$ cat src/hw/rtl/twsp_pkg.sv
// Shared widths, option codes and limits for the TCP window-scale option parser.
`timescale 1ns / 1ps

package twsp_pkg;

   localparam int unsigned OPT_BYTE_W = 8;
   localparam int unsigned AREA_LEN_W = 6;
   localparam int unsigned SHIFT_W    = 4;

   localparam int unsigned MAX_AREA_BYTES_DEF = 40;

   localparam logic [OPT_BYTE_W-1:0] KIND_EOL    = 8'd0;
   localparam logic [OPT_BYTE_W-1:0] KIND_NOP    = 8'd1;
   localparam logic [OPT_BYTE_W-1:0] KIND_WSCALE = 8'd3;
   localparam logic [OPT_BYTE_W-1:0] WSCALE_LEN  = 8'd3;
   localparam logic [OPT_BYTE_W-1:0] MIN_OPT_LEN = 8'd2;
   localparam logic [OPT_BYTE_W-1:0] SHIFT_CAP   = 8'd14;

endpackage

$ cat src/hw/rtl/twsp_if.sv
// Valid/ready channel interfaces for the option byte stream and the shift results.
`timescale 1ns / 1ps

interface twsp_req_if;
   import twsp_pkg::*;

   logic                  valid;
   logic                  ready;
   logic [OPT_BYTE_W-1:0] opt_byte;
   logic                  area_start;
   logic [AREA_LEN_W-1:0] area_len;

   modport source (output valid, output opt_byte, output area_start, output area_len,
                   input ready);
   modport sink   (input valid, input opt_byte, input area_start, input area_len,
                   output ready);
endinterface

interface twsp_rsp_if;
   import twsp_pkg::*;

   logic               valid;
   logic               ready;
   logic [SHIFT_W-1:0] window_shift;

   modport source (output valid, output window_shift, input ready);
   modport sink   (input valid, input window_shift, output ready);
endinterface

$ cat src/hw/rtl/tcp_window_scale_option_parser.sv
// Top level of the TCP window-scale option parser.
`timescale 1ns / 1ps

// Walks a TCP options area that arrives one byte per item and returns one window_shift
// per completed area: on the area's final byte, or at once for a start byte with
// area_len 0. The parser takes one item every cycle while req ready is high; each
// byte updates the parse state in a single register stage, and an area's result
// is registered. A two-entry output stage (result register plus skid register)
// lets the request side keep flowing while a result waits; req ready drops only while
// both entries hold results. area_len values above MAX_AREA_BYTES are treated as
// MAX_AREA_BYTES, and bytes outside an active area are consumed without effect.
module tcp_window_scale_option_parser #(
   parameter int unsigned MAX_AREA_BYTES = twsp_pkg::MAX_AREA_BYTES_DEF
) (
   input logic          clock,
   input logic          reset,
   twsp_req_if.sink     req_if,
   twsp_rsp_if.source   rsp_if
);
   import twsp_pkg::*;

   localparam logic [AREA_LEN_W-1:0] MaxArea = AREA_LEN_W'(MAX_AREA_BYTES);

   typedef enum logic [2:0] {
      PH_KIND,
      PH_LEN,
      PH_VALUE,
      PH_SKIP,
      PH_DONE
   } phase_type;

   phase_type             phase_ff, phase_in;
   logic [AREA_LEN_W-1:0] pos_ff, pos_in;
   logic [AREA_LEN_W-1:0] total_ff, total_in;
   logic [OPT_BYTE_W-1:0] kind_ff, kind_in;
   logic [AREA_LEN_W-1:0] skip_ff, skip_in;
   logic [SHIFT_W-1:0]    shift_ff, shift_in;

   logic                  rsp_valid_ff, rsp_valid_in;
   logic [SHIFT_W-1:0]    rsp_shift_ff, rsp_shift_in;
   logic                  skid_valid_ff, skid_valid_in;
   logic [SHIFT_W-1:0]    skid_shift_ff, skid_shift_in;

   logic                  accept;
   logic                  emit;
   logic [SHIFT_W-1:0]    emit_shift;
   logic                  out_fire;

   assign req_if.ready       = !skid_valid_ff;
   assign accept             = req_if.valid && !skid_valid_ff;
   assign rsp_if.valid       = rsp_valid_ff;
   assign rsp_if.window_shift = rsp_shift_ff;
   assign out_fire           = rsp_valid_ff && rsp_if.ready;

   // Per-byte parse step.
   always_comb begin
      logic [AREA_LEN_W-1:0] len_sat;
      logic [AREA_LEN_W:0]   pos_plus;
      logic [8:0]            opt_end;
      logic [OPT_BYTE_W-1:0] b;

      b          = req_if.opt_byte;
      len_sat    = (req_if.area_len > MaxArea) ? MaxArea : req_if.area_len;
      phase_in   = phase_ff;
      pos_in     = pos_ff;
      total_in   = total_ff;
      kind_in    = kind_ff;
      skip_in    = skip_ff;
      shift_in   = shift_ff;
      emit       = 1'b0;
      emit_shift = '0;
      pos_plus   = '0;
      opt_end    = '0;

      if (accept) begin
         // A start byte abandons any unfinished area and opens a fresh parse.
         if (req_if.area_start) begin
            phase_in = PH_KIND;
            pos_in   = '0;
            total_in = len_sat;
            kind_in  = '0;
            skip_in  = '0;
            shift_in = '0;
         end

         if (req_if.area_start && (len_sat == '0)) begin
            emit = 1'b1;
         end else if (pos_in < total_in) begin
            pos_plus = {1'b0, pos_in} + 1'b1;
            // The option began one byte before its length byte.
            opt_end  = {3'b000, pos_in} - 9'd1 + {1'b0, b};
            case (phase_in)
               PH_KIND: begin
                  if (b == KIND_EOL) begin
                     phase_in = PH_DONE;
                  end else if (b == KIND_NOP) begin
                     phase_in = PH_KIND;
                  end else if (pos_plus >= {1'b0, total_in}) begin
                     phase_in = PH_DONE;
                  end else begin
                     kind_in  = b;
                     phase_in = PH_LEN;
                  end
               end
               PH_LEN: begin
                  if ((b < MIN_OPT_LEN) || (opt_end > {3'b000, total_in})) begin
                     phase_in = PH_DONE;
                  end else if ((kind_in == KIND_WSCALE) && (b == WSCALE_LEN)) begin
                     phase_in = PH_VALUE;
                  end else if (b == MIN_OPT_LEN) begin
                     phase_in = PH_KIND;
                  end else begin
                     skip_in  = AREA_LEN_W'(b - MIN_OPT_LEN);
                     phase_in = PH_SKIP;
                  end
               end
               PH_VALUE: begin
                  shift_in = (b > SHIFT_CAP) ? SHIFT_W'(SHIFT_CAP) : SHIFT_W'(b);
                  phase_in = PH_DONE;
               end
               PH_SKIP: begin
                  skip_in = skip_in - 1'b1;
                  if (skip_in == '0) begin
                     phase_in = PH_KIND;
                  end
               end
               default: begin
                  phase_in = PH_DONE;
               end
            endcase
            pos_in = pos_plus[AREA_LEN_W-1:0];
            if (pos_in == total_in) begin
               emit       = 1'b1;
               emit_shift = shift_in;
            end
         end
      end
   end

   // Output register with a skid entry behind it.
   always_comb begin
      rsp_valid_in  = rsp_valid_ff;
      rsp_shift_in  = rsp_shift_ff;
      skid_valid_in = skid_valid_ff;
      skid_shift_in = skid_shift_ff;
      if (!rsp_valid_ff || out_fire) begin
         if (skid_valid_ff) begin
            rsp_valid_in  = 1'b1;
            rsp_shift_in  = skid_shift_ff;
            skid_valid_in = 1'b0;
         end else begin
            rsp_valid_in = emit;
            rsp_shift_in = emit_shift;
         end
      end else if (emit) begin
         skid_valid_in = 1'b1;
         skid_shift_in = emit_shift;
      end
   end

   always_ff @(posedge clock) begin
      if (reset) begin
         phase_ff      <= PH_KIND;
         pos_ff        <= '0;
         total_ff      <= '0;
         kind_ff       <= '0;
         skip_ff       <= '0;
         shift_ff      <= '0;
         rsp_valid_ff  <= 1'b0;
         skid_valid_ff <= 1'b0;
      end else begin
         phase_ff      <= phase_in;
         pos_ff        <= pos_in;
         total_ff      <= total_in;
         kind_ff       <= kind_in;
         skip_ff       <= skip_in;
         shift_ff      <= shift_in;
         rsp_valid_ff  <= rsp_valid_in;
         skid_valid_ff <= skid_valid_in;
      end
      rsp_shift_ff  <= rsp_shift_in;
      skid_shift_ff <= skid_shift_in;
   end

endmodule

$ cat src/flat_wrapper.sv
// flat-port wrapper written by rule: the top's interface ports become plain ports
module tcp_window_scale_option_parser_flat import twsp_pkg::*;
#(
   parameter int unsigned MAX_AREA_BYTES = twsp_pkg::MAX_AREA_BYTES_DEF
)
  (clock, reset, req_if_valid, req_if_opt_byte, req_if_area_start, req_if_area_len, req_if_ready, rsp_if_valid, rsp_if_window_shift, rsp_if_ready);
  twsp_req_if req_if_i ();
  twsp_rsp_if rsp_if_i ();
  input logic clock;
  input logic reset;
  input wire logic [$bits(req_if_i.valid)-1:0] req_if_valid;
  input wire logic [$bits(req_if_i.opt_byte)-1:0] req_if_opt_byte;
  input wire logic [$bits(req_if_i.area_start)-1:0] req_if_area_start;
  input wire logic [$bits(req_if_i.area_len)-1:0] req_if_area_len;
  output wire logic [$bits(req_if_i.ready)-1:0] req_if_ready;
  output wire logic [$bits(rsp_if_i.valid)-1:0] rsp_if_valid;
  output wire logic [$bits(rsp_if_i.window_shift)-1:0] rsp_if_window_shift;
  input wire logic [$bits(rsp_if_i.ready)-1:0] rsp_if_ready;
  assign req_if_i.valid = req_if_valid;
  assign req_if_i.opt_byte = req_if_opt_byte;
  assign req_if_i.area_start = req_if_area_start;
  assign req_if_i.area_len = req_if_area_len;
  assign req_if_ready = req_if_i.ready;
  assign rsp_if_valid = rsp_if_i.valid;
  assign rsp_if_window_shift = rsp_if_i.window_shift;
  assign rsp_if_i.ready = rsp_if_ready;
  tcp_window_scale_option_parser #(.MAX_AREA_BYTES(MAX_AREA_BYTES)) u_core (.clock(clock), .reset(reset), .req_if(req_if_i), .rsp_if(rsp_if_i));
endmodule
$ cat config.mk
export PLATFORM = sky130hd
export DESIGN_NAME = tcp_window_scale_option_parser_flat
export DESIGN_NICKNAME = d
export VERILOG_FILES = /design/src/hw/rtl/twsp_pkg.sv /design/src/hw/rtl/twsp_if.sv /design/src/hw/rtl/tcp_window_scale_option_parser.sv /design/src/flat_wrapper.sv
export SDC_FILE = /design/constraint.sdc
export NUM_CORES = 1
export LEC_CHECK = 0
export BUFFER_PORTS_ARGS = -buffer_cell sky130_fd_sc_hd__buf_2
export CAP_MARGIN = 10
export CORE_UTILIZATION = 61
export CTS_CLUSTER_SIZE = 10
export DETAILED_ROUTE_END_ITERATION = 8
export GPL_ROUTABILITY_DRIVEN = 0
export GPL_TIMING_DRIVEN = 0
export PLACE_DENSITY = 0.91
export RECOVER_POWER = 25
export SYNTH_ARGS = -nofsm -noshare
export SYNTH_HDL_FRONTEND = slang
export SYNTH_SLANG_ARGS = --single-unit
export TNS_END_PERCENT = 5
$ cat constraint.sdc
create_clock -name clock -period 5.1 [get_ports clock]
set_input_delay 0.51 -clock clock [delete_from_list [all_inputs] [get_ports clock]]
set_output_delay 0.51 -clock clock [all_outputs]
set_load 0.05 [all_outputs]
# Word-level counts from Yosys, hierarchy flattened
# Index checks and enable logic that the tools add are counted.
# classes
n_reduce_logical	14
bitwise	1
add_sub_neg	5
eq_ne	8
n_lt_le_gt_ge	6
mux	50
# ops
op	count
$mux W6	14
$mux W8	8
$mux W4	10
$mux W3	10
$eq A8 B2 Y1 const B	3
$logic_not A6 Y1	2
$pmux W6 S2	1
$add A9 B8 Y9	1
$gt A9 B6 Y1	1
$pmux W3 S3	1
$eq A8 B1 Y1 const B	1
$gt A8 B4 Y1 const B	1
$logic_not A8 Y1	1
$lt A8 B2 Y1 const B	1
$add A6 B1 Y7 const B	1
$ge A7 B6 Y1	1
$sub A6 B1 Y7 const B	1
$eq A3 B2 Y1 const B	2
$eq A6 B6 Y1	1
$gt A6 B6 Y1 const B	1
$lt A6 B6 Y1	1
$sub A6 B1 Y6 const B	1
$sub A6 B2 Y6 const B	1
$mux W1	5
other kinds (9)	14
# word_totals
register_bits	43
output_inout_bits	6
input_bits	19

# Logic depth before layout (Yosys ltp)
# Gate-level depths: netlist (run 1).
# logic_depth
ltp_word	11
ltp_mapped	18
ltp_nobuf	16

# Worst setup path before layout (run 1)
# OpenSTA, ideal clock, no wires.
# synth_timing
path_kind	input to register
startpoint	input port req_if_area_start
endpoint	register u_core.skip_ff[4]
arrival_time_ns	3.899
slack_ns	1.084
setup_time_ns	0.117
cell_stages	18
cell_sequence	inv_1 > clkbuf_1 > buf_1 > nand2_1 > ha_1 > xor2_1 > ha_1 > o21ai_0 > o21bai_1 > a21oi_1 > xnor2_1 > ha_1 > nand2_1 > o221ai_1 > and4_1 > a31oi_2 > or3_1 > a32o_1
# synth_via
elab_chain_len	10
word_cells_on_any_way	27
cone_classes	add/sub (3); order compare (2); eq/ne (3); mux (16); reduce/logical (3)
# synth_lines
item	line_no	text
start, declared	flat_wrapper.sv:13	input wire logic [$bits(req_if_i.area_start)-1:0] req_if_area_start;
$mux W6	tcp_window_scale_option_parser.sv:77	if (req_if.area_start) begin
$mux W6	tcp_window_scale_option_parser.sv:75	if (accept) begin
$sub A6 B1 Y7	tcp_window_scale_option_parser.sv:91	opt_end = {3'b000, pos_in} - 9'd1 + {1'b0, b};
$add A9 B8 Y9	tcp_window_scale_option_parser.sv:91	
$gt A9 B6 Y1	tcp_window_scale_option_parser.sv:106	if ((b < MIN_OPT_LEN) || (opt_end > {3'b000, total_in})) begin
$logic_or A1 B1 Y1	tcp_window_scale_option_parser.sv:106	
$mux W6	tcp_window_scale_option_parser.sv:106	
$pmux W6 S2	tcp_window_scale_option_parser.sv:92	case (phase_in)
$mux W6	tcp_window_scale_option_parser.sv:88	end else if (pos_in < total_in) begin
$mux W6 (*)	tcp_window_scale_option_parser.sv:86	if (req_if.area_start && (len_sat == '0)) begin
end signal, assigned	tcp_window_scale_option_parser.sv:176	skip_ff <= skip_in;
end, declared	tcp_window_scale_option_parser.sv:36	logic [AREA_LEN_W-1:0] skip_ff, skip_in;
# Every way passes the cells marked *; elsewhere a longest branch is shown, timed or not. The select of a mux whose other input is x is not followed.
# A chain may end at the register's enable or synchronous reset.

# Final worst setup path (run 1)
# Ends and elaborated chain as after synthesis.

==> reports/qor.yml, run 1 <==
status:
  outcome: "completed"
sta:
  max_freq_mhz: 216
  finalSetupViolCount: 0
  fin_skew_ns: 0.0111
  final_hold_viol_count: 0
  min_period_ns: 4.63
  finalCritPeriodShare_pct: 90.7
  rsz0062_at_grt: "no"
  tightestPinTransition_ns: 1.17
  fin_setup_tns_ns: 0
  relSlewSlack_pct: 21.1
  slew_violations: 0
  whs_ns: 0.461
die:
  fp.dieH_um: 76.4
  design.core.area_um2: 5200
  ios: 25
  die_w_um: 76.4
  initial_core_util_pct: 64.9
  die_area_um2: 5840
  std_cell_rows: 26
clocking:
  tritoncts: "yes"
  cts.sinks: 43
  clk_path_buf_depth: 2
  ctsHoldBuffers: 0
  path_clk_slew_ns: 0.09
  cts_buffers: 5
  cts_root_buffer: "clkbuf_8"
  clkLatencyLatePin_ns: 0.30
  htreeDepth: 2
critical_path:
  reg2reg_from: "u_core.pos_ff[0]$_SDFFE_PP0P_"
  crit_arrival_ns: 4.83
  worstSetupStartpointType: "input port"
  cp_cell_sequence: "buf_2 -> inv_1 -> clkbuf_1 -> clkbuf_2 -> nand2_1 -> ha_1 -> xor2_1 -> ha_1 -> o21ai_0 -> o21bai_1 -> a21oi_1 -> xnor2_1 -> ha_1 -> nand2_1 -> o221ai_1 -> and4_1 -> a31oi_2 -> or3_1 -> a32o_1"
  cpMaxStageDelayCell: "clkbuf_1"
  rr_worst_depth: 17
  max_stage_delay_ns: 0.41
  r2r_end: "u_core.skip_ff[4]$_SDFFE_PP0P_"
  path_class: "input port to flop"
  crit_fanout: 10
  ff2ff_setup_slack_ns: 0.81
  timing.critical_path.to_type: "flop"
  critical_path_required_ns: 5.30
  cp_common_cell: "ha_1"
global_routing:
  track_usage_pct: 32.8
  grt_pass1_vias: 3352
  overflow: 0
  antenna_found_initial: 0
  grt_pass1_wl_um: 15500
  grt_max_degree: 16
logic_synthesis:
  synth_area_leaders: "dfxtp_1 21%, ha_1 12%, edfxtp_1 7.1%, nand2_1 4.7%, a21oi_1 4.4%"
  synth_edf_count: 8
  postSynthCellCount: 418
  synth.top_cell.area_share_pct: 20.7
  ys.flop_type: "dfxtp_1"
  yosysMostFrequentCell: "nand2_1"
  avgSynthCellArea_um2: 8.08
  synth_common_cells: "42 x nand2_1, 35 x dfxtp_1, 33 x ha_1"
  synth_fp_nets: 471
  synth_cell_types: 59
  yosys.area.top_type: "dfxtp_1"
  syn-cell-area_um2: 3380
  yosysSeqAreaShare_pct: 27.9
  synthArstFlopShare_pct: 0
  yosysWarnings: 0
  ys_ff_latch: 43
worst_hold_path:
  hold_path_class: "flop to flop"
  holdPathEnd: "u_core.total_ff[0]$_SDFFE_PP0P_"
  hp-start: "u_core.total_ff[0]$_SDFFE_PP0P_"
  whs_path_depth: 2
power_and_ir_drop:
  max-vdd-ir-drop_mv: 0.129
  p_per_area_nw_per_um2: 238
  power_leakage_nw: 1.50
  power.total_mw: 0.872
detailed_routing:
  drt_wl_total_um: 9380
  drtPass1Iterations: 6
  vias_per_cell: 6.79
  route.detailed.drc: 0
  drtAntennaViolNets: 0
  initialDrtViolationCount: 570
  num_vias: 3533
  routedWlPerCell_um: 18.0
cells_and_area:
  syn_to_final_growth_pct: 8.71
  diodes: 0
  drive_gt1_share_pct: 7.78
  nets: 502
  layoutNonFillerInstCount: 520
  final_core_util_pct: 70.5
placed_design:
  io_buffers: 24
  post-place-cells: 512
  place_hpwl_um: 7090
run:
  cap_violations: 0
[cells in the final DEF (no fill, tap or decap), types with 3 or more instances in the layout]
cell,n
a21oi_1,30
a211oi_1,6
or3_1,3
o21ai_0,28
nor4b_1,3
a21o_1,10
and2_1,5
a32o_1,7
a31oi_1,7
nor4_1,7
nor3b_1,3
nor2b_1,8
nand4_1,5
dfxtp_1,35
xnor2_1,10
inv_1,18
xor2_1,9
nand3_1,21
o311ai_0,3
nand2b_1,4
buf_2,21
nor2_1,31
nor3_1,13
nand2_1,42
and3_1,7
clkbuf_1,18
clkbuf_8,5
edfxtp_1,8
mux2i_1,4
a22oi_1,7
ha_1,33
[what timing repair did]
action / CTS / global route
gates resized for setup: 0 / 1
endpoints found under the setup margin: 0 / 1
setup buffers: 0 / 0
[how the worst max path moves through the flow]
stage	cells past startpoint	start	endpoint	slack (ns)
2_1_floorplan	18	req_if_area_start	u_core.skip_ff[4]$_SDFFE_PP0P_	1.08
3_3_place_gp	19	req_if_area_start	u_core.skip_ff[4]$_SDFFE_PP0P_	0.18
3_5_place_dp	19	req_if_area_start	u_core.skip_ff[4]$_SDFFE_PP0P_	0.11
4_1_cts	19	req_if_area_start	u_core.skip_ff[4]$_SDFFE_PP0P_	0.42
5_1_grt	19	req_if_area_start	u_core.skip_ff[4]$_SDFFE_PP0P_	0.20
6_report	19	req_if_area_start	u_core.skip_ff[4]$_SDFFE_PP0P_	0.47
[layer usage]
metal / share of wire (%) / routed length, um / global-route usage (%) / vias up
met1: 40 / 3780 / 41.9 / 1596
met5: 0 / 0 / 0 / -
li1: - / - / - / 1616
met2: 46 / 4340 / 54.2 / 275
met4: 3.7 / 345 / 16.2 / 0
met3: 9.7 / 914 / 4.31 / 46
[cell type report]
| class | instances | area, um2 |
|---|---|---|
| clock inverters | 3 | 23.8 |
| well taps | 70 | 87.6 |
| clock buffers | 5 | 68.8 |
| plain buffers | 18 | 80.1 |
| flip-flops and latches | 43 | 941 |
| multi-input cells | 339 | 2290 |
| repair buffers | 24 | 113 |
| inverters | 18 | 67.6 |
| fillers | 421 | 1530 |
[where the power goes]
group	switching, mW	internal [mW]
Clock	0.130	0.0980
Combinational	0.174	0.104
Sequential	0.00856	0.357
Total	0.313	0.559
[sequential cells by signal (all words and copies together) (netlist names)]
name / count
u_core.skid_shift_ff: 4
u_core.rsp_if.valid: 1
u_core.rsp_if.window_shift: 4
u_core.kind_ff: 8
u_core.pos_ff: 6
u_core.skip_ff: 6
u_core.skid_valid_ff: 1
u_core.total_ff: 6
u_core.phase_ff: 3
u_core.shift_ff: 4
[logic make-up after synthesis]
group | count (synthesis) | synth area share (%)
AO/OA/AOI/OAI | 124 | 24.9
XOR/XNOR | 19 | 4.93
adder cells (fa/ha/maj) | 34 | 12.8
buffers and inverters | 36 | 4.33
flip-flops | 43 | 27.9
AND/OR/NAND/NOR | 158 | 24.0
multiplexers | 4 | 1.19
[critical path: cells and delay by family]
kind	cells	cell delay, ns
simple gates	4	0.93
xor+xnor	2	0.29
compound gates	6	1.13
fa+ha+maj	3	0.91
buf+inv	4	1.03
[through the flow]
stage	instance area, um2	setup slack (ns)
floorplan	3380	1.08
global placement	3580	0.180
detailed placement	3580	0.113
CTS	3680	0.421
global route	3670	0.198
finish	3670	0.473
No activity file was read; power rests on OpenSTA's default activity.
==> inputs of run 2 (changes only) <==
ABC_AREA = 1   (was default)
CORE_UTILIZATION = 62   (was 61)
PLACE_DENSITY = 0.81   (was 0.91)
RECOVER_POWER = 100   (was 25)
==> run 2 against run 1 <==
Net effect:
- non-clock buffer count down 6
- sequential power up 4%
- synthesized cell count up 47%
- worst hold slack better by 0.0088 ns
- area after synthesis up 19%
- via count up 17%
- clock power up 6%
- critical endpoint is now u_core.phase_ff[0]$_SDFFE_PP0P_
==> reports/qor.yml, run 2 <==
status:
  outcome: "completed"
sta:
  relSlewSlack_pct: 40.7  # +20 points
  max_freq_mhz: 243  # +13%
  min_period_ns: 4.11  # -0.520 ns
  finalCritPeriodShare_pct: 80.5  # -10 points
  final_hold_viol_count: 0  # unchanged
  slew_violations: 0  # unchanged
  finalSetupViolCount: 0  # unchanged
  fin_skew_ns: 0.0126  # +0.00147 ns
  tightestPinTransition_ns: 0.890  # -0.283 ns
  fin_setup_tns_ns: 0  # unchanged
  rsz0062_at_grt: "no"
global_routing:
  antenna_found_initial: 0  # unchanged
  grt_pass1_wl_um: 16400  # +6.0%
  overflow: 0  # unchanged
  grt_max_degree: 16  # unchanged
  grt_pass1_vias: 3567  # +6.4%
  track_usage_pct: 32.1  # -0.71 points
clocking:
  path_clk_slew_ns: 0.09  # about the same
  cts.sinks: 43  # unchanged
  clkLatencyLatePin_ns: 0.31  # about the same
  cts_buffers: 5  # unchanged
  htreeDepth: 2  # unchanged
  ctsHoldBuffers: 0  # unchanged
  postCtsSetupBuffers: 0  # unchanged
  cts_root_buffer: "clkbuf_8"
  cts_resized: 0  # unchanged
  tritoncts: "yes"
  clk_path_buf_depth: 2  # unchanged
critical_path:
  path_class: "input port to flop"
  worstSetupStartpointType: "input port"
  max_stage_delay_ns: 0.68  # +0.27 ns
  critical_path_required_ns: 5.34  # +0.04 ns
  crit_fanout: 10  # unchanged
  timing.critical_path.to_type: "flop"
  cpMaxStageDelayCell: "a21oi_1"
  cp_common_cell: "nand2_1"
  crit_arrival_ns: 4.35  # -0.48 ns
logic_synthesis:
  ys_ff_latch: 43  # unchanged
  postSynthCellCount: 615  # +47%
  synth_common_cells: "156 x nand2_1, 88 x inv_1, 52 x nand3_1"
  synth_cell_types: 45  # -24%
  avgSynthCellArea_um2: 6.55  # -19%
  ys.flop_type: "dfxtp_1"
  yosysSeqAreaShare_pct: 23.3  # -4.5 points
  yosys.area.top_type: "dfxtp_1"
  synth_fp_nets: 668  # +42%
  synth_edf_count: 8  # unchanged
  yosysWarnings: 0  # unchanged
  synth.top_cell.area_share_pct: 17.4  # -3.4 points
  synth_area_leaders: "dfxtp_1 17%, nand2_1 15%, ha_1 10%, inv_1 8.2%, nand3_1 6.5%"
  synthArstFlopShare_pct: 0  # unchanged
  syn-cell-area_um2: 4030  # +19%
  yosysMostFrequentCell: "nand2_1"
cells_and_area:
  diodes: 0  # unchanged
  fillCellCount: 621  # +48%
  multi_input_area_um2: 2580  # +13%
  nets: 698  # +39%
  regArea_um2: 941  # unchanged
  top_register: "u_core.kind_ff"
  syn_to_final_growth_pct: 5.96
  drive_gt1_share_pct: 11.1  # +3.4 points
  final_common_cell: "nand2_1"
  largest_reg_flops: 8  # unchanged
  layout_common_cells: "157 x nand2_1, 89 x inv_1, 53 x nand3_1"
detailed_routing:
  drtPass1Iterations: 5  # -1
  drtAntennaViolNets: 0  # unchanged
  initialDrtViolationCount: 268  # -53%
  route.detailed.drc: 0  # unchanged
  num_vias: 4126  # +17%
  vias_per_cell: 5.71  # -16%
  routedWlPerCell_um: 14.6  # -19%
  drt_wl_total_um: 10500  # +12%
power_and_ir_drop:
  p_per_area_nw_per_um2: 243  # +2.2%
  power_leakage_nw: 2.19  # +46%
  max-vdd-ir-drop_mv: 0.140  # +8.5%
  power.total_mw: 1.04  # +19%
die:
  design.core.area_um2: 6310  # +21%
  std_cell_rows: 29  # +12%
  die_area_um2: 6830  # +17%
  initial_core_util_pct: 63.8  # -1.0 points
  die_w_um: 82.6  # +8.1%
  fp.dieH_um: 82.6  # +8.1%
  ios: 25  # unchanged
placed_design:
  place_hpwl_um: 8210  # +16%
  io_buffers: 23  # -4.2%
run:
  cap_violations: 0  # unchanged
worst_hold_path:
  hold_path_class: "flop to flop"
==> run 2: changes by cell type after synthesis, moves of 9 or more <==
cell / delta
a21o_1: -9
a21oi_1: +13
inv_1: +70
nand2_1: +114
nand3_1: +31
nor2_1: +11
o21ai_0: +19
==> run 2: logic make-up (layout without fill, tap and decap cells) <==
family,Yosys count,after routing,share of synthesized area (%)
buf+inv,111,142,11.2
compound gates,112,112,15.4
flops,43,43,23.3
xor+xnor,17,17,3.69
fa+ha+maj,34,34,10.7
simple gates,298,298,35.5
==> run 2: routing by layer <==
metal	part of all wire (%)	vias to the layer above	track usage, %	routed length (um)
met5	0	-	0	0
met4	3.2	0	12.9	337
met3	5.4	28	4.84	565
met2	47	131	53.7	4930
met1	45	1923	41.1	4700
li1	-	2044	-	-
==> run 2: final timing paths <==
check | from | endpoint | slack (ns) | cells past startpoint
setup / recovery | req_if_area_start | u_core.phase_ff[0]$_SDFFE_PP0P_ | 0.99 | 25
hold / removal | u_core.kind_ff[7]$_SDFFE_PP0P_ | u_core.kind_ff[7]$_SDFFE_PP0P_ | 0.47 | 2
setup reg to reg | u_core.pos_ff[0]$_SDFFE_PP0P_ | u_core.phase_ff[0]$_SDFFE_PP0P_ | 1.07 | 24
hold reg to reg | u_core.kind_ff[7]$_SDFFE_PP0P_ | u_core.kind_ff[7]$_SDFFE_PP0P_ | 0.47 | 2
==> run 2: layout make-up <==
| class | instances | area share (%) |
|---|---|---|
| clock inverters | 3 | 0.557 |
| clock buffers | 5 | 1.61 |
| multi-input cells | 461 | 60.5 |
| plain buffers | 13 | 1.79 |
| inverters | 98 | 8.76 |
| repair buffers | 23 | 2.52 |
| flip-flops and latches | 43 | 22.0 |
| well taps | 77 | 2.26 |
==> run 2: power by group <==
part	total, mW	switching (mW)	internal, mW
Clock	0.242	0.144	0.0983
Sequential	0.380	0.0138	0.366
Combinational	0.415	0.274	0.141
==> run 2: critical path: cells and delay by family <==
family / cells / cell delay (ns)
XOR/XNOR: 1 / 0.18
adder cells (fa/ha/maj): 3 / 0.86
AO/OA/AOI/OAI: 3 / 1.02
AND/OR/NAND/NOR: 14 / 1.23
buffers and inverters: 4 / 0.57
==> run 2: metrics by stage <==
stage / hold WS, ns / utilization [%] / cells / instance area, um2 / setup slack (ns)
3_3_place_gp: 0.455 / 67.2 / 715 / 4240 / 1.06
6_report: 0.469 / 67.6 / 723 / 4270 / 0.992
2_1_floorplan: 0.443 / - / 615 / 4030 / 1.55
4_1_cts: 0.470 / 68.6 / 723 / 4330 / 1.29
5_1_grt: 0.483 / 67.6 / 723 / 4270 / 0.528
3_5_place_dp: 0.456 / 67.2 / 715 / 4240 / 0.978
